$ cat config.mk
export PLATFORM = sky130hd
export DESIGN_NAME = rwp_cell
export DESIGN_NICKNAME = d
export VERILOG_FILES = /design/src/design/rwp_pkg.sv /design/src/design/rwp_cell.sv
export SDC_FILE = /design/constraint.sdc
export NUM_CORES = 1
export LEC_CHECK = 0
export ABC_CLOCK_PERIOD_IN_PS = 3170
export BUFFER_PORTS_ARGS = -buffer_cell sky130_fd_sc_hd__buf_4
export CAP_MARGIN = 15
export CORE_MARGIN = 3
export CORE_UTILIZATION = 40
export DETAILED_ROUTE_END_ITERATION = 10
export GPL_ROUTABILITY_DRIVEN = 0
export GPL_TIMING_DRIVEN = 0
export PLACE_DENSITY = 0.72
export SYNTH_ARGS = -nofsm -noshare
export SYNTH_HDL_FRONTEND = slang
export SYNTH_SLANG_ARGS = --single-unit
$ cat constraint.sdc
create_clock -name clk_i -period 3.17 [get_ports clk_i]
set_input_delay 0.634 -clock clk_i [delete_from_list [all_inputs] [get_ports clk_i]]
set_output_delay 0.634 -clock clk_i [all_outputs]
set_load 0.02 [all_outputs]
$ cat src/design/rwp_pkg.sv
`timescale 1ns / 1ps
// Shared types, constants and helpers for the rotor wheel permutation block.
// No dependencies; every other design file imports this package.
package rwp_pkg;

  // Wheel geometry and field widths
  localparam int unsigned WHEEL_SIZE = 256;
  localparam int unsigned BYTE_W     = 8;
  localparam int unsigned REQ_W      = 3;
  localparam int unsigned TICK_W     = 32;
  localparam int unsigned TURNS_W    = 25;
  localparam int unsigned SUM_W      = TICK_W + 1;
  localparam int unsigned DIV_W      = BYTE_W + 1;
  localparam int unsigned WHEEL_LOG2 = $clog2(WHEEL_SIZE);
  localparam bit          WHEEL_POW2 = ((WHEEL_SIZE & (WHEEL_SIZE - 1)) == 0);
  localparam int unsigned CNT_W      = $clog2(WHEEL_SIZE + 1);

  // Read tree: 16 groups of 16 entries covers every byte address
  localparam int unsigned GRP_W     = BYTE_W / 2;
  localparam int unsigned GRP_SIZE  = 1 << GRP_W;
  localparam int unsigned GRP_NUM   = 1 << (BYTE_W - GRP_W);
  localparam int unsigned TREE_SIZE = GRP_SIZE * GRP_NUM;

  localparam logic [DIV_W-1:0] WHEEL_DIV = DIV_W'(WHEEL_SIZE);

  // Turn count by reciprocal: sum / WHEEL_SIZE == (sum * RCP_M) >> RCP_SH for any
  // sum below 2^SUM_W; the multiply is split into two halves of RCP_M
  localparam int unsigned RCP_SH   = SUM_W + WHEEL_LOG2;
  localparam int unsigned RCP_W    = SUM_W + 1;
  localparam int unsigned RCP_HALF = RCP_W / 2;
  localparam int unsigned PROD_W   = SUM_W + RCP_W;
  localparam logic [63:0] RCP_FULL =
      ((64'd1 << RCP_SH) + 64'(WHEEL_SIZE) - 64'd1) / 64'(WHEEL_SIZE);
  localparam logic [RCP_W-1:0]          RCP_M    = RCP_FULL[RCP_W-1:0];
  localparam logic [RCP_HALF-1:0]       RCP_M_LO = RCP_M[RCP_HALF-1:0];
  localparam logic [RCP_W-RCP_HALF-1:0] RCP_M_HI = RCP_M[RCP_W-1:RCP_HALF];

  typedef logic [BYTE_W-1:0] byte_t;
  typedef logic [GRP_NUM-1:0][GRP_SIZE-1:0][BYTE_W-1:0] tree_vec_t;
  typedef logic [TREE_SIZE-1:0][BYTE_W-1:0] wrap_tbl_t;

  // Request codes
  typedef enum logic [REQ_W-1:0] {
    REQ_INIT     = 3'd0,
    REQ_PULL     = 3'd1,
    REQ_FINISH   = 3'd2,
    REQ_TICK     = 3'd3,
    REQ_SCRAMBLE = 3'd4
  } req_type_e;

  // Commands broadcast to every cell of the chain
  typedef enum logic [2:0] {
    CELL_HOLD,
    CELL_INIT,
    CELL_PULL,
    CELL_INV_CLR,
    CELL_INV_HIT,
    CELL_INV_COPY
  } cell_op_e;

  typedef struct packed {
    cell_op_e op;
    byte_t    idx;   // pull index, or value looked up during inversion
    byte_t    val;   // value fed to the last cell, or position during inversion
  } cell_cmd_t;

  // Byte address folded onto the wheel, built at elaboration
  function automatic wrap_tbl_t build_wrap_tbl();
    wrap_tbl_t tbl;
    for (int i = 0; i < TREE_SIZE; i++) begin
      tbl[i] = BYTE_W'(i % WHEEL_SIZE);
    end
    return tbl;
  endfunction

  localparam wrap_tbl_t WRAP_TBL = build_wrap_tbl();

  // Clamp a turn count to the output field
  function automatic logic [TURNS_W-1:0] sat_turns(input logic [SUM_W-1:0] q);
    logic [SUM_W-1:0] lim;
    lim = {{(SUM_W - TURNS_W){1'b0}}, {TURNS_W{1'b1}}};
    if (q > lim) begin
      return '1;
    end
    return q[TURNS_W-1:0];
  endfunction

endpackage

$ cat src/design/rwp_cell.sv
`timescale 1ns / 1ps
// One wheel position: holds a permutation entry and an inversion scratch entry.
// Depends on rwp_pkg; instantiated as a chain by the top level.
module rwp_cell (
  input  logic                 clk_i,
  input  rwp_pkg::byte_t       cell_idx_i,
  input  rwp_pkg::byte_t       up_val_i,
  input  rwp_pkg::cell_cmd_t   cmd_i,
  output rwp_pkg::byte_t       val_o
);
  import rwp_pkg::*;

  byte_t val_q, val_d;
  byte_t inv_q, inv_d;

  // Per-cell update; pull takes the upper neighbor from the pull index upward
  always_comb begin
    val_d = val_q;
    inv_d = inv_q;
    case (cmd_i.op)
      CELL_HOLD: begin
      end
      CELL_INIT: begin
        val_d = cell_idx_i;
      end
      CELL_PULL: begin
        if (cell_idx_i >= cmd_i.idx) begin
          val_d = up_val_i;
        end
      end
      CELL_INV_CLR: begin
        inv_d = '0;
      end
      CELL_INV_HIT: begin
        if (cell_idx_i == cmd_i.idx) begin
          inv_d = cmd_i.val;
        end
      end
      CELL_INV_COPY: begin
        val_d = inv_q;
      end
      default: begin
      end
    endcase
  end

  // Payload only, no reset: contents are undefined until an init
  always_ff @(posedge clk_i) begin
    val_q <= val_d;
    inv_q <= inv_d;
  end

  assign val_o = val_q;

endmodule

# After elaboration in Yosys (flattened, before gate mapping)
# Index checks and enable logic that the tools add are counted.
dict set report word_totals {
  ff_bits 16
  input_bits 36
  out_inout_bits 8
  elab_cells 19
}
dict set report classes {
  n_lt_le_gt_ge 1
  n_eq_ne 8
  n_mux 4
  n_reduce_logical 4
}
# operator count
set op_table {}
lappend op_table {{case mux 8 bit (3 select lines)} 1}
lappend op_table {{two-way mux 8 bit} 2}
lappend op_table {{case mux 8 bit (2 select lines)} 1}
lappend op_table {{== test 8 bit} 1}
lappend op_table {{greater-or-equal comparator 8 bit} 1}
lappend op_table {{== test 3 x 2 -> 1 bit, second input constant} 2}
lappend op_table {{== test 3 bit, second input constant} 2}
lappend op_table {{!= test 2 bit, second input constant} 2}
lappend op_table {{AND reduction 2 bit} 2}
lappend op_table {{== test 3 x 1 -> 1 bit, second input constant} 1}
lappend op_table {{nonzero test 3 bit} 1}
lappend op_table {{nonzero test 2 bit} 1}

# Longest topological paths before layout
dict set report logic_depth {
  depth_word 3
  depth_mapped 6
  depth_no_buf 6
}

# Worst setup path after synthesis
# No wires, ideal clock.
dict set report synth_path {
  kind {input-to-reg}
  start {in cell_idx_i[0]}
  end {reg val_q[0], in the netlist val_o[0], enable pin}
  setup_time_ps 281
  t_arrival_ps 1862
  required_time_ps 2889
  slack_ps 1027
  path_stages 6
  cell_sequence {inv_1 -> ha_1 -> nand2b_4 -> a2111oi_4 -> o22ai_1 -> o31a_1}
}
dict set report synth_via {
  elab_chain_cells 3
}
# element line
set synth_lines {}
lappend synth_lines {{from (decl)} rwp_cell.sv:6} ;# input rwp_pkg::byte_t cell_idx_i,
lappend synth_lines {{greater-or-equal comparator 8 bit} rwp_cell.sv:27} ;# if (cell_idx_i >= cmd_i.idx) begin
lappend synth_lines {{!= test 2 bit (no source line)} n/a}
lappend synth_lines {{AND reduction 2 bit (no source line)} n/a}
lappend synth_lines {{to (signal assigned)} rwp_cell.sv:49} ;# val_q <= val_d;
lappend synth_lines {{to (decl)} rwp_cell.sv:13} ;# byte_t val_q, val_d;
# No other way between the ends.
# A chain may end at the register's enable or synchronous reset.

# Final worst setup path
dict set report layout_path {
  start {in cell_idx_i[0]}
  end {reg val_q[6], in the netlist val_o[6], enable pin}
}
# Same word-level chain as after synthesis.

==> impl_metrics.env <==
export IMPL_outcome="finished, final reports clean"
export IMPL_drc=0
export IMPL_leakage_nw=0.6376
export IMPL_pre_cts_ws_ns=0.7426
export IMPL_start_util=0.4391
export IMPL_timing_final_max_slew_violations=0
export IMPL_fillCellCount=233
export IMPL_cp_start_kind="input pin"
export IMPL_critPathKind="input pin to flip-flop"
export IMPL_dieArea_um2=3519
export IMPL_hold_depth=2
export IMPL_synth_nets=158
export IMPL_rsz0062_at_grt="no"
export IMPL_syn_inst=114
export IMPL_drtPass1Iterations=4
export IMPL_setup_tns_ns=0
export IMPL_synth_ff_type="edfxtp_1"
export IMPL_wl_per_cell_um=14.60
export IMPL_hold_path_class="input pin to flip-flop"
export IMPL_drt_wl_total_um=2760
export IMPL_power_density_nw_per_um2=338.3
export IMPL_fmax_mhz=476.8
export IMPL_final_cell_mix="buf_4 (41), edfxtp_1 (16)"
export IMPL_holdBufCountCts=0
export IMPL_synth_avg_cell_area_um2=9.977
export IMPL_setup_violations_final=0
export IMPL_cts_sinks=16
export IMPL_synth_seq_area_share=0.4224
export IMPL_nNetsFinal=204
export IMPL_crit_arrival_ns=2.10
export IMPL_yosys_warnings=0
export IMPL_area_growth_synth_to_final_pct=32.67
export IMPL_grt_total_usage=0.1674
export IMPL_reg2reg_depth=3
export IMPL_period_minus_slack_ns=2.097
export IMPL_drt_iter0_drc=25
export IMPL_cts_root_buf="clkbuf_4"
export IMPL_async_flop_share=0
export IMPL_finalClockSkew_ns=0.01075
export IMPL_fp_dieH_um=59.33
export IMPL_diodes=0
export IMPL_path_clk_slew_ns=0.09
export IMPL_cp_end_kind="flip-flop"
export IMPL_clk_path_buf_depth=2
export IMPL_fin_area_um2=1509
export IMPL_grt_pass1_wl_um=4360
export IMPL_finalWorstSetupSlack_ns=1.073
export IMPL_cts_tree="yes"
export IMPL_ios=44
export IMPL_regArea_um2=480.5
export IMPL_ir_worst_vdd_mv=0.2666
export IMPL_synth_seq_cells=16
export IMPL_vias=1039
export IMPL_clk_latency_ns=0.30
export IMPL_post_cts_resized=0
export IMPL_dp_hpwl_um=2173
export IMPL_worst_path_max_fanout=8
export IMPL_multi_input_area_um2=578.1
export IMPL_post_cts_buffers=0
export IMPL_mostFrequentLayoutCell="buf_4"
export IMPL_synth_edf_count=16
export IMPL_crit_required_ns=3.18
export IMPL_core_area_um2=2590
export IMPL_maxSlewHeadroom=0.7200
export IMPL_place_area_um2=1483
export IMPL_finalHoldViolCount=0
export IMPL_netlist_area_um2=1137
export IMPL_die_w_um=59.33
export IMPL_layout_drive_gt1_share=0.3522
export IMPL_numCtsBuffers=3
export IMPL_grt_pass1_vias=955
export IMPL_viasPerCell=5.497
export IMPL_fin_crit_sh=0.6617
export IMPL_synth_cell_type_count=23
export IMPL_gr_total_overflow=0
export IMPL_whs_ns=0.6178
export IMPL_tightest_slew_ns=0.4200
export IMPL_cap_violations=0
export IMPL_grt_max_degree=11
export IMPL_htreeDepth=1
export IMPL_io_buffer_count=41
export IMPL_final_antenna_net_count=0
export IMPL_antenna_found_initial=0
export IMPL_rows=18
-- cells by family after synthesis --
family / count (synthesis) / share of synthesized area
and+or+nand+nor: 39 / 0.1925
buffers and inverters: 18 / 0.06930
muxes: 1 / 0.008801
adders and majority gates: 8 / 0.08801
AOI/OAI and AO/OA: 32 / 0.2189
DFF: 16 / 0.4224
-- state kept, by name, summed over array words and instances, names as in the netlist --
name and flops:
val_o 8, inv_q 8
-- final cells by class --
cell class | count | share of cell area
multi-input combinational | 80 | 0.3831
inverter | 9 | 0.02239
sequential | 16 | 0.3184
clock inverter | 1 | 0.002488
timing repair buffer | 41 | 0.2040
tap | 30 | 0.02488
clock buffer | 3 | 0.01493
buffer | 9 | 0.02985
-- worst paths after layout --
path,startpoint,endpoint,slack (ns)
max,cell_idx_i[0],val_o[6],1.07
min,cmd_i[2],inv_q[2],0.62
max reg2reg,inv_q[4],val_o[4],2.22
min reg2reg,inv_q[7],val_o[7],0.71
-- critical path, cell delays in order --
cell and delay, ns:
buf_4 0.10, inv_1 0.04, ha_1 0.30, nand2b_4 0.15, a2111oi_4 0.34, o22ai_1 0.13, o31a_1 0.39
-- through the flow --
stage | power [mW] | std cells | util
floorplan | 0.3378 | 114 | -
finish | 0.5104 | 189 | 0.5826
CTS | 0.5152 | 189 | 0.5826
global route | 0.5403 | 189 | 0.5826
global placement | 0.3979 | 185 | 0.5725
detailed placement | 0.4017 | 185 | 0.5725
-- routing by layer --
layer / vias up / part of all wire / track usage
met4: 0 / 0.0087 / 0.04531
met3: 4 / 0.066 / 0.04793
met1: 481 / 0.41 / 0.2036
met2: 34 / 0.51 / 0.2871
li1: 520 / - / -
met5: - / 0 / 0
-- cell usage after synthesis, types with 2 or more instances --
library cell | count | share of area
o21ai_0 | 9 | 0.040
nor3_1 | 8 | 0.035
buf_2 | 9 | 0.040
inv_1 | 9 | 0.030
nand2_1 | 8 | 0.026
nand4_1 | 2 | 0.011
nor2b_1 | 9 | 0.050
edfxtp_1 | 16 | 0.42
ha_1 | 8 | 0.088
and2_1 | 8 | 0.044
o311a_1 | 8 | 0.070
o22ai_1 | 9 | 0.050
-- power breakdown --
| part | switching [mW] | internal (mW) | total, mW |
|---|---|---|---|
| Sequential | 0.00360 | 0.249 | 0.252 |
| Combinational | 0.0695 | 0.0748 | 0.144 |
| Clock | 0.0680 | 0.0459 | 0.114 |
| Total | 0.141 | 0.369 | 0.510 |
Power figures use the tool's default switching activity.
